`config.mk`:
```
export PLATFORM = sky130hd
export DESIGN_NAME = remote_desktop_flow_classifier_top
export DESIGN_NICKNAME = d
export VERILOG_FILES = /design/src/design/rdfc_pkg.sv /design/src/design/rdfc_cfg.sv /design/src/design/rdfc_decide.sv /design/src/design/remote_desktop_flow_classifier_top.sv
export SDC_FILE = /design/constraint.sdc
export NUM_CORES = 1
export LEC_CHECK = 0
export ABC_AREA = 1
export BUFFER_PORTS_ARGS = -buffer_cell sky130_fd_sc_hd__buf_2
export CAP_MARGIN = 15
export CELL_PAD_IN_SITES_DETAIL_PLACEMENT = 1
export CELL_PAD_IN_SITES_GLOBAL_PLACEMENT = 1
export CORE_MARGIN = 8
export CORE_UTILIZATION = 40
export CTS_CLUSTER_DIAMETER = 200
export DETAILED_ROUTE_END_ITERATION = 8
export GPL_TIMING_DRIVEN = 1
export PLACE_DENSITY = 0.84
export SLEW_MARGIN = 10
export SYNTH_ARGS = -nofsm -noshare
export SYNTH_HDL_FRONTEND = slang
export SYNTH_SLANG_ARGS = --single-unit
```
`constraint.sdc`:
```
create_clock -name clk -period 5 [get_ports clk]
set_input_delay 0.5 -clock clk [delete_from_list [all_inputs] [get_ports clk]]
set_output_delay 0.5 -clock clk [all_outputs]
set_load 0.03 [all_outputs]
```
`src/design/rdfc_pkg.sv`:
```
// Shared types, register indexes and constants of the remote desktop flow classifier.
package rdfc_pkg;

  localparam int unsigned CFG_IDX_W = 3;
  localparam int unsigned CFG_DATA_W = 32;

  localparam logic [CFG_IDX_W-1:0] CFG_PACKET_LIMIT  = 3'd0;
  localparam logic [CFG_IDX_W-1:0] CFG_RANGE_LOW     = 3'd1;
  localparam logic [CFG_IDX_W-1:0] CFG_RANGE_HIGH    = 3'd2;
  localparam logic [CFG_IDX_W-1:0] CFG_SUBNET_BASE   = 3'd3;
  localparam logic [CFG_IDX_W-1:0] CFG_SUBNET_MASK   = 3'd4;
  localparam logic [CFG_IDX_W-1:0] CFG_SERVICE_PORT  = 3'd5;
  localparam logic [CFG_IDX_W-1:0] CFG_CONFIRM_STAGE = 3'd6;

  localparam logic [7:0]  RST_PACKET_LIMIT  = 8'd20;
  localparam logic [31:0] RST_RANGE_LOW     = 32'd1607673283;
  localparam logic [31:0] RST_RANGE_HIGH    = 32'd1607673291;
  localparam logic [31:0] RST_SUBNET_BASE   = 32'hB24D7800;
  localparam logic [31:0] RST_SUBNET_MASK   = 32'hFFFFFF80;
  localparam logic [15:0] RST_SERVICE_PORT  = 16'd5938;
  localparam logic [7:0]  RST_CONFIRM_STAGE = 8'd4;

  localparam logic [1:0] MODE_TCP = 2'd1;
  localparam logic [1:0] MODE_UDP = 2'd2;

  localparam logic [1:0] VERDICT_NONE     = 2'd0;
  localparam logic [1:0] VERDICT_DETECTED = 2'd1;
  localparam logic [1:0] VERDICT_GIVE_UP  = 2'd2;

  localparam logic [15:0] HTTP_MARK_WORD  = 16'h1724;
  localparam logic [16:0] HTTP_WORD_SPAN  = 17'd5;
  localparam logic [7:0]  MARK_HI         = 8'h17;
  localparam logic [7:0]  MARK_LO         = 8'h24;
  localparam logic [7:0]  CONT_HI         = 8'h11;
  localparam logic [7:0]  CONT_LO         = 8'h30;
  localparam logic [15:0] UDP_MIN_LEN     = 16'd13;
  localparam logic [15:0] TCP_MIN_LEN     = 16'd2;

  typedef struct packed {
    logic [1:0]  mode;
    logic [7:0]  packet_count;
    logic        http_body_ready;
    logic [15:0] empty_line_offset;
    logic [15:0] after_empty_line_word;
    logic        is_ipv4;
    logic [31:0] src_addr;
    logic [31:0] dst_addr;
    logic [15:0] src_port;
    logic [15:0] dst_port;
    logic [15:0] payload_len;
    logic [31:0] probe_bytes;
  } in_item_t;

  typedef struct packed {
    logic [1:0] verdict;
    logic [7:0] stage_now;
  } out_item_t;

  typedef struct packed {
    logic [7:0]  packet_limit;
    logic [31:0] range_low;
    logic [31:0] range_high;
    logic [31:0] subnet_base;
    logic [31:0] subnet_mask;
    logic [15:0] service_port;
    logic [7:0]  confirm_stage;
  } cfg_t;

endpackage

```
`src/design/rdfc_cfg.sv`:
```
// Configuration register file of the classifier.
module rdfc_cfg
  import rdfc_pkg::*;
(
  input  logic                  clk,
  input  logic                  rst_n,
  input  logic                  cfg_valid,
  output logic                  cfg_ready,
  input  logic [CFG_IDX_W-1:0]  cfg_index,
  input  logic [CFG_DATA_W-1:0] cfg_data,
  output cfg_t                  cfg
);

  cfg_t cfg_r;
  cfg_t cfg_nxt;
  logic wr_en;

  assign cfg_ready = 1'b1;
  assign wr_en = cfg_valid && cfg_ready;

  always_comb begin
    cfg_nxt = cfg_r;
    if (wr_en) begin
      unique case (cfg_index)
        CFG_PACKET_LIMIT:  cfg_nxt.packet_limit  = cfg_data[7:0];
        CFG_RANGE_LOW:     cfg_nxt.range_low     = cfg_data;
        CFG_RANGE_HIGH:    cfg_nxt.range_high    = cfg_data;
        CFG_SUBNET_BASE:   cfg_nxt.subnet_base   = cfg_data;
        CFG_SUBNET_MASK:   cfg_nxt.subnet_mask   = cfg_data;
        CFG_SERVICE_PORT:  cfg_nxt.service_port  = cfg_data[15:0];
        CFG_CONFIRM_STAGE: cfg_nxt.confirm_stage = cfg_data[7:0];
        default:           cfg_nxt = cfg_r;
      endcase
    end
  end

  always_ff @(posedge clk) begin
    if (!rst_n) begin
      cfg_r.packet_limit  <= RST_PACKET_LIMIT;
      cfg_r.range_low     <= RST_RANGE_LOW;
      cfg_r.range_high    <= RST_RANGE_HIGH;
      cfg_r.subnet_base   <= RST_SUBNET_BASE;
      cfg_r.subnet_mask   <= RST_SUBNET_MASK;
      cfg_r.service_port  <= RST_SERVICE_PORT;
      cfg_r.confirm_stage <= RST_CONFIRM_STAGE;
    end else begin
      cfg_r <= cfg_nxt;
    end
  end

  assign cfg = cfg_r;

endmodule

```
`src/design/rdfc_decide.sv`:
```
// Per-item decision logic: limit, HTTP marker, address match and stage markers.
module rdfc_decide
  import rdfc_pkg::*;
(
  input  in_item_t  item,
  input  cfg_t      cfg,
  input  logic [7:0] stage,
  output logic [7:0] stage_nxt,
  output out_item_t  res
);

  function automatic logic addr_hit(input logic [31:0] a, input cfg_t c);
    addr_hit = (a >= c.range_low && a <= c.range_high) ||
               ((a & c.subnet_mask) == c.subnet_base);
  endfunction

  logic [7:0] b0, b1, b11, b12;
  logic [7:0] stage_inc;
  logic       port_hit;
  logic       http_fit;
  logic       inc_hit;
  logic [1:0] verdict;

  assign b0  = item.probe_bytes[31:24];
  assign b1  = item.probe_bytes[23:16];
  assign b11 = item.probe_bytes[15:8];
  assign b12 = item.probe_bytes[7:0];
  assign stage_inc = stage + 8'd1;
  assign inc_hit = (stage_inc == cfg.confirm_stage);
  assign port_hit = (item.src_port == cfg.service_port) ||
                    (item.dst_port == cfg.service_port);
  assign http_fit = ({1'b0, item.empty_line_offset} + HTTP_WORD_SPAN) <=
                    {1'b0, item.payload_len};

  always_comb begin
    stage_nxt = stage;
    verdict   = VERDICT_NONE;
    priority if (item.packet_count > cfg.packet_limit) begin
      verdict = VERDICT_GIVE_UP;
    end else if (item.http_body_ready && http_fit &&
                 item.after_empty_line_word == HTTP_MARK_WORD) begin
      verdict = VERDICT_DETECTED;
    end else if (item.is_ipv4 &&
                 (addr_hit(item.src_addr, cfg) || addr_hit(item.dst_addr, cfg))) begin
      verdict = VERDICT_DETECTED;
    end else if (item.payload_len == '0) begin
      verdict = VERDICT_NONE;
    end else if (item.mode == MODE_UDP) begin
      if (item.payload_len > UDP_MIN_LEN && b0 == 8'h00 &&
          b11 == MARK_HI && b12 == MARK_LO) begin
        stage_nxt = stage_inc;
        if (inc_hit || port_hit) verdict = VERDICT_DETECTED;
      end
    end else if (item.mode == MODE_TCP) begin
      if (item.payload_len > TCP_MIN_LEN) begin
        priority if (b0 == MARK_HI && b1 == MARK_LO) begin
          stage_nxt = stage_inc;
          if (inc_hit || port_hit) verdict = VERDICT_DETECTED;
        end else if (stage != '0 && b0 == CONT_HI && b1 == CONT_LO) begin
          stage_nxt = stage_inc;
          if (inc_hit) verdict = VERDICT_DETECTED;
        end else begin
          stage_nxt = stage;
        end
      end
    end else begin
      verdict = VERDICT_NONE;
    end
  end

  assign res.verdict   = verdict;
  assign res.stage_now = stage_nxt;

endmodule

```
`src/design/remote_desktop_flow_classifier_top.sv`:
```
// Top level of the remote desktop flow classifier: input register, decision, result register.
//
//   channel  direction  handshake            payload
//   in_      input      in_valid / in_stall   in_item  (in_item_t)
//   out_     output     out_valid / out_stall out_item (out_item_t)
//   cfg_     input      cfg_valid / cfg_ready cfg_index, cfg_data
//
// One item per cycle sustained while out_stall is low; each result is registered before out_.
// The stage counter is the only loop: it updates in the cycle an item moves to the
// result register. Reset clears the stage counter and loads register defaults.
// A stalled result holds the result register; the input register keeps taking
// items until it too is full.
module remote_desktop_flow_classifier_top
  import rdfc_pkg::*;
(
  input  logic                  clk,
  input  logic                  rst_n,
  input  logic                  in_valid,
  output logic                  in_stall,
  input  in_item_t              in_item,
  output logic                  out_valid,
  input  logic                  out_stall,
  output out_item_t             out_item,
  input  logic                  cfg_valid,
  output logic                  cfg_ready,
  input  logic [CFG_IDX_W-1:0]  cfg_index,
  input  logic [CFG_DATA_W-1:0] cfg_data
);

  cfg_t      cfg;
  in_item_t  in_item_r;
  logic      in_valid_r, in_valid_nxt;
  out_item_t out_item_r, res;
  logic      out_valid_r, out_valid_nxt;
  logic [7:0] stage_r, stage_nxt, stage_calc;
  logic      out_free, adv, take;

  rdfc_cfg u_cfg (
    .clk       (clk),
    .rst_n     (rst_n),
    .cfg_valid (cfg_valid),
    .cfg_ready (cfg_ready),
    .cfg_index (cfg_index),
    .cfg_data  (cfg_data),
    .cfg       (cfg)
  );

  rdfc_decide u_decide (
    .item      (in_item_r),
    .cfg       (cfg),
    .stage     (stage_r),
    .stage_nxt (stage_calc),
    .res       (res)
  );

  assign out_free = !out_valid_r || !out_stall;
  assign adv      = in_valid_r && out_free;
  assign in_stall = in_valid_r && !out_free;
  assign take     = in_valid && !in_stall;

  always_comb begin
    in_valid_nxt  = take ? 1'b1 : (adv ? 1'b0 : in_valid_r);
    out_valid_nxt = adv ? 1'b1 : (out_stall ? out_valid_r : 1'b0);
    stage_nxt     = adv ? stage_calc : stage_r;
  end

  always_ff @(posedge clk) begin
    if (!rst_n) begin
      in_valid_r  <= 1'b0;
      out_valid_r <= 1'b0;
      stage_r     <= '0;
    end else begin
      in_valid_r  <= in_valid_nxt;
      out_valid_r <= out_valid_nxt;
      stage_r     <= stage_nxt;
    end
  end

  always_ff @(posedge clk) begin
    if (take) begin
      in_item_r <= in_item;
    end
    if (adv) begin
      out_item_r <= res;
    end
  end

  assign out_valid = out_valid_r;
  assign out_item  = out_item_r;

  a_stage_reset: assert property (@(posedge clk) !rst_n |=> stage_r == '0)
    else $error("stage counter not cleared by reset");

  a_stage_hold: assert property (@(posedge clk) disable iff (!rst_n)
    !adv |=> $stable(stage_r))
    else $error("stage counter moved without an item advancing");

  a_adv_result: assert property (@(posedge clk) disable iff (!rst_n)
    adv |=> out_valid_r && out_item_r.stage_now == stage_r)
    else $error("advanced item lost or stage mismatch in result");

  a_no_overwrite: assert property (@(posedge clk) disable iff (!rst_n)
    in_valid_r && !adv |=> in_valid_r && $stable(in_item_r))
    else $error("pending item overwritten");

endmodule

```
==> flow_metrics.tcl <==
set metrics [dict create \
    placedCellCount 2744 \
    yosysUniqueCellTypes 50 \
    row_count 78 \
    syn_area_sq_um 18140 \
    crit_chain "a21o_1, nand3_1, nor2_1, inv_1, nor2_1, inv_1, nor3_1, xor2_1, ha_1, nand2_1, nor2_1, a211oi_1, nand2_1, nand2_1, nand2_1, nand2_1, nand2_1, nand2_1, nand2_2, nand3_4, nand2_1, nand2_2, inv_1" \
    hold_violations 0 \
    cts_resized 0 \
    drv_cap 0 \
    r2r-start "in_item_r[161]" \
    synth_top_flop_cell "edfxtp_1" \
    p_per_area_nw_per_um2 356.1 \
    synthMuxAreaShare_pct 0 \
    ys_async_sr_fraction_pct 0 \
    drive_above_1_share_pct 16.83 \
    fin_util_pct 47.73 \
    start_util_pct 40.23 \
    ys_ff_latch 368 \
    synthSimpleGateAreaFrac_pct 17.93 \
    seqPwrFrac_pct 45.2 \
    clkPwrFrac_pct 44.4 \
    critPathMaxStageDelay_ns 0.39 \
    first_pass_iters 7 \
    core_sq_um 45090 \
    ant_nets 0 \
    fp.dieW_um 228.9 \
    synth_top_cells_by_count "nand2_1 (412), inv_1 (200), edfxtp_1 (198)" \
    synth_top_cell_area_share_pct 32.78 \
    synthCells 1945 \
    yosysMostFrequentCell "nand2_1" \
    cts_buffers 42 \
    start_kind "flop" \
    synth_area_leaders "edfxtp_1 (33%), dfxtp_1 (19%), ha_1 (11%)" \
    max_slew_margin_pct 20.45 \
    synth.avg_cell_area_sq_um 9.325 \
    synth_top_family_by_area "simple AND/OR/NAND/NOR gates" \
    end_kind "flop" \
    clock_latency_ns 0.57 \
    synth_adder_area_share_pct 10.69 \
    max_freq_mhz 297.6 \
    ys.warnings.count 0 \
    die_area_sq_um 52410 \
    synth_xor_area_share_pct 4.684 \
    setup_viol 0 \
    combPwrFrac_pct 10.4 \
    p_sw_mw 1.917 \
    hp-class "input port to flop" \
    cts_sinks 368 \
    io_buffers 239 \
    irDropWorstVdd_v 0.0003281 \
    post-cts-setup-buffers 0 \
    drtIter0Drc 720 \
    finalNonFillerCells 2825 \
    crit_family "simple AND/OR/NAND/NOR gates" \
    holdCritStartpoint "in_item[46]" \
    critPathLaunch "in_item_r[161]" \
    grt_usage_pct 21.36 \
    tightest_slew_ns 1.193 \
    rsz0062_at_grt "no" \
    syn_nets 2328 \
    cts_htree_levels 2 \
    status "completed" \
    cts_max_path_buffers 3 \
    grt_start_max_net_pins 189 \
    cts_hold_buf 0 \
    grt_pass1_wl_um 89440 \
    p_sw_share_pct 25.01 \
    cpMostUsedCell "nand2_1" \
    crit_required_ns 5.33 \
    fin_crit_sh_pct 67.21 \
    synth_compound_area_share_pct 9.472 \
    area_growth_pct 18.66 \
    wl_per_cell_um 20.32 \
    crit_arrival_ns 3.69 \
    grt_remaining_overflow 0 \
    critPathSlowestCell "edfxtp_1" \
    power.internal_mw 5.747 \
    fin_tns_setup_ns 0 \
    place_hpwl_um 42760 \
    critPathKind "flop to flop" \
    period_minus_slack_ns 3.361 \
    finalClockSkew_ns 0.01796 \
    cts_root_buffer "clkbuf_16" \
    cts_tree "built" \
    crit_path_max_fanout 7 \
    drc 0 \
    path_clk_slew_ns 0.06 \
    crit_buf_inv 3 \
    die_height_um 228.9 \
    grt_pass1_vias 16170 \
    ys_seq_area_share_pct 51.55 \
    ios 241 \
    synth_top_area_cell "edfxtp_1" \
    vias 14670 \
    slew_viol_final 0 \
    gp_congestion 0.8535 \
    synth-edff-count 198 \
    routed_wl_um 57410 \
    antenna_found_initial 6 \
    leakagePower_nw 9.732 \
    viasPerCell 5.193 \
    final_nets 2571 \
]
cell families (layout without fill, tap and decap cells):
group / Yosys count / count (layout)
AND/OR/NAND/NOR: 754 / 754
flip-flops: 368 / 368
AO/OA/AOI/OAI: 304 / 304
buffers and inverters: 266 / 543
adder cells (fa/ha/maj): 155 / 155
XOR/XNOR: 97 / 97
other: 1 / 4
flip-flops by register name (all words and copies together), names as in the netlist:
name	flops
out_item	10
in_valid_r	1
u_cfg.cfg	160
out_valid	1
in_item_r	188
stage_r	8
power by group through the flow:
stage	Sequential (mW)	Combinational, mW	Clock, mW
floorplan	3.50	0.472	0
global placement	3.51	0.741	0
detailed placement	3.52	0.788	0
CTS	3.46	0.800	3.47
global route	3.48	0.891	3.57
finish	3.46	0.795	3.41
placed cells by master, fill, tap and decap left out, types with 3 or more instances in the layout:
master / n
inv_2: 13
nor3_1: 9
nand2_1: 412
or2_2: 4
buf_2: 238
clkbuf_1: 5
o21ai_0: 107
xnor2_1: 23
clkbuf_16: 43
nand3_2: 7
nand3b_1: 8
o211ai_1: 46
ha_1: 155
dfxtp_1: 170
nand4_1: 31
diode_2: 3
o21ai_1: 7
a21o_1: 5
a211oi_1: 3
nor4_2: 3
clkbuf_8: 3
nor2_1: 177
a21oi_1: 118
edfxtp_1: 198
nand2_2: 9
inv_6: 4
clkinvlp_4: 3
nand3_1: 66
a21oi_2: 3
clkinv_2: 8
xor2_1: 74
nor2_2: 5
nor4_1: 10
buf_4: 10
inv_1: 199
clkinv_1: 6
bufinv_16: 9
o22ai_1: 3
worst reg2reg max path, stage by stage, from the launching register on:
cell and delay (ns):
edfxtp_1 0.39, a21o_1 0.16, nand3_1 0.12, nor2_1 0.20
inv_1 0.09, nor2_1 0.16, inv_1 0.10, nor3_1 0.18
xor2_1 0.19, ha_1 0.27, nand2_1 0.07, nor2_1 0.04
a211oi_1 0.20, nand2_1 0.08, nand2_1 0.07, nand2_1 0.05
nand2_1 0.05, nand2_1 0.04, nand2_1 0.15, nand2_2 0.12
nand3_4 0.17, nand2_1 0.09, nand2_2 0.08, inv_1 0.04
per-stage QoR:
stage                     setup WS, ns  area (sq um)  total power, mW  hold WS [ns]
after CTS                        1.626         21510            7.734       0.07500
final                            1.639         21520            7.664        0.1035
after global placement           1.837         19980            4.256        0.4599
after global routing             1.359         21520            7.941       0.08430
after detailed placement         1.669         19980            4.313        0.4589
after floorplan                 0.5008         18140            3.969        0.4353
per-layer routing:
layer  routed length (um)  part of all wire (%)  track usage, %
met5                   36                 0.063               0
met4                 1588                   2.8           6.655
met3                 2589                   4.5           3.909
met2                29460                    51           38.95
met1                23730                    41           25.07
worst paths after layout:
kind | end | slack [ns] | cells past startpoint
min reg2reg | u_cfg.cfg[159] | 0.46 | 2
max reg2reg | out_item[4] | 1.64 | 23
min | in_item_r[46] | 0.10 | 1
max | out_item[4] | 1.64 | 23
area by class of cell:
cell class	instances	area (sq um)
antenna	3	7.507
timing repair buffer	249	1286
clock inverter	27	391.6
inverter	216	814.5
fill	5216	23570
sequential	368	9349
tap	600	750.7
multi-input combinational	1311	7786
clock buffer	51	1136
Note: power is estimated with default switching activity, not from simulation.
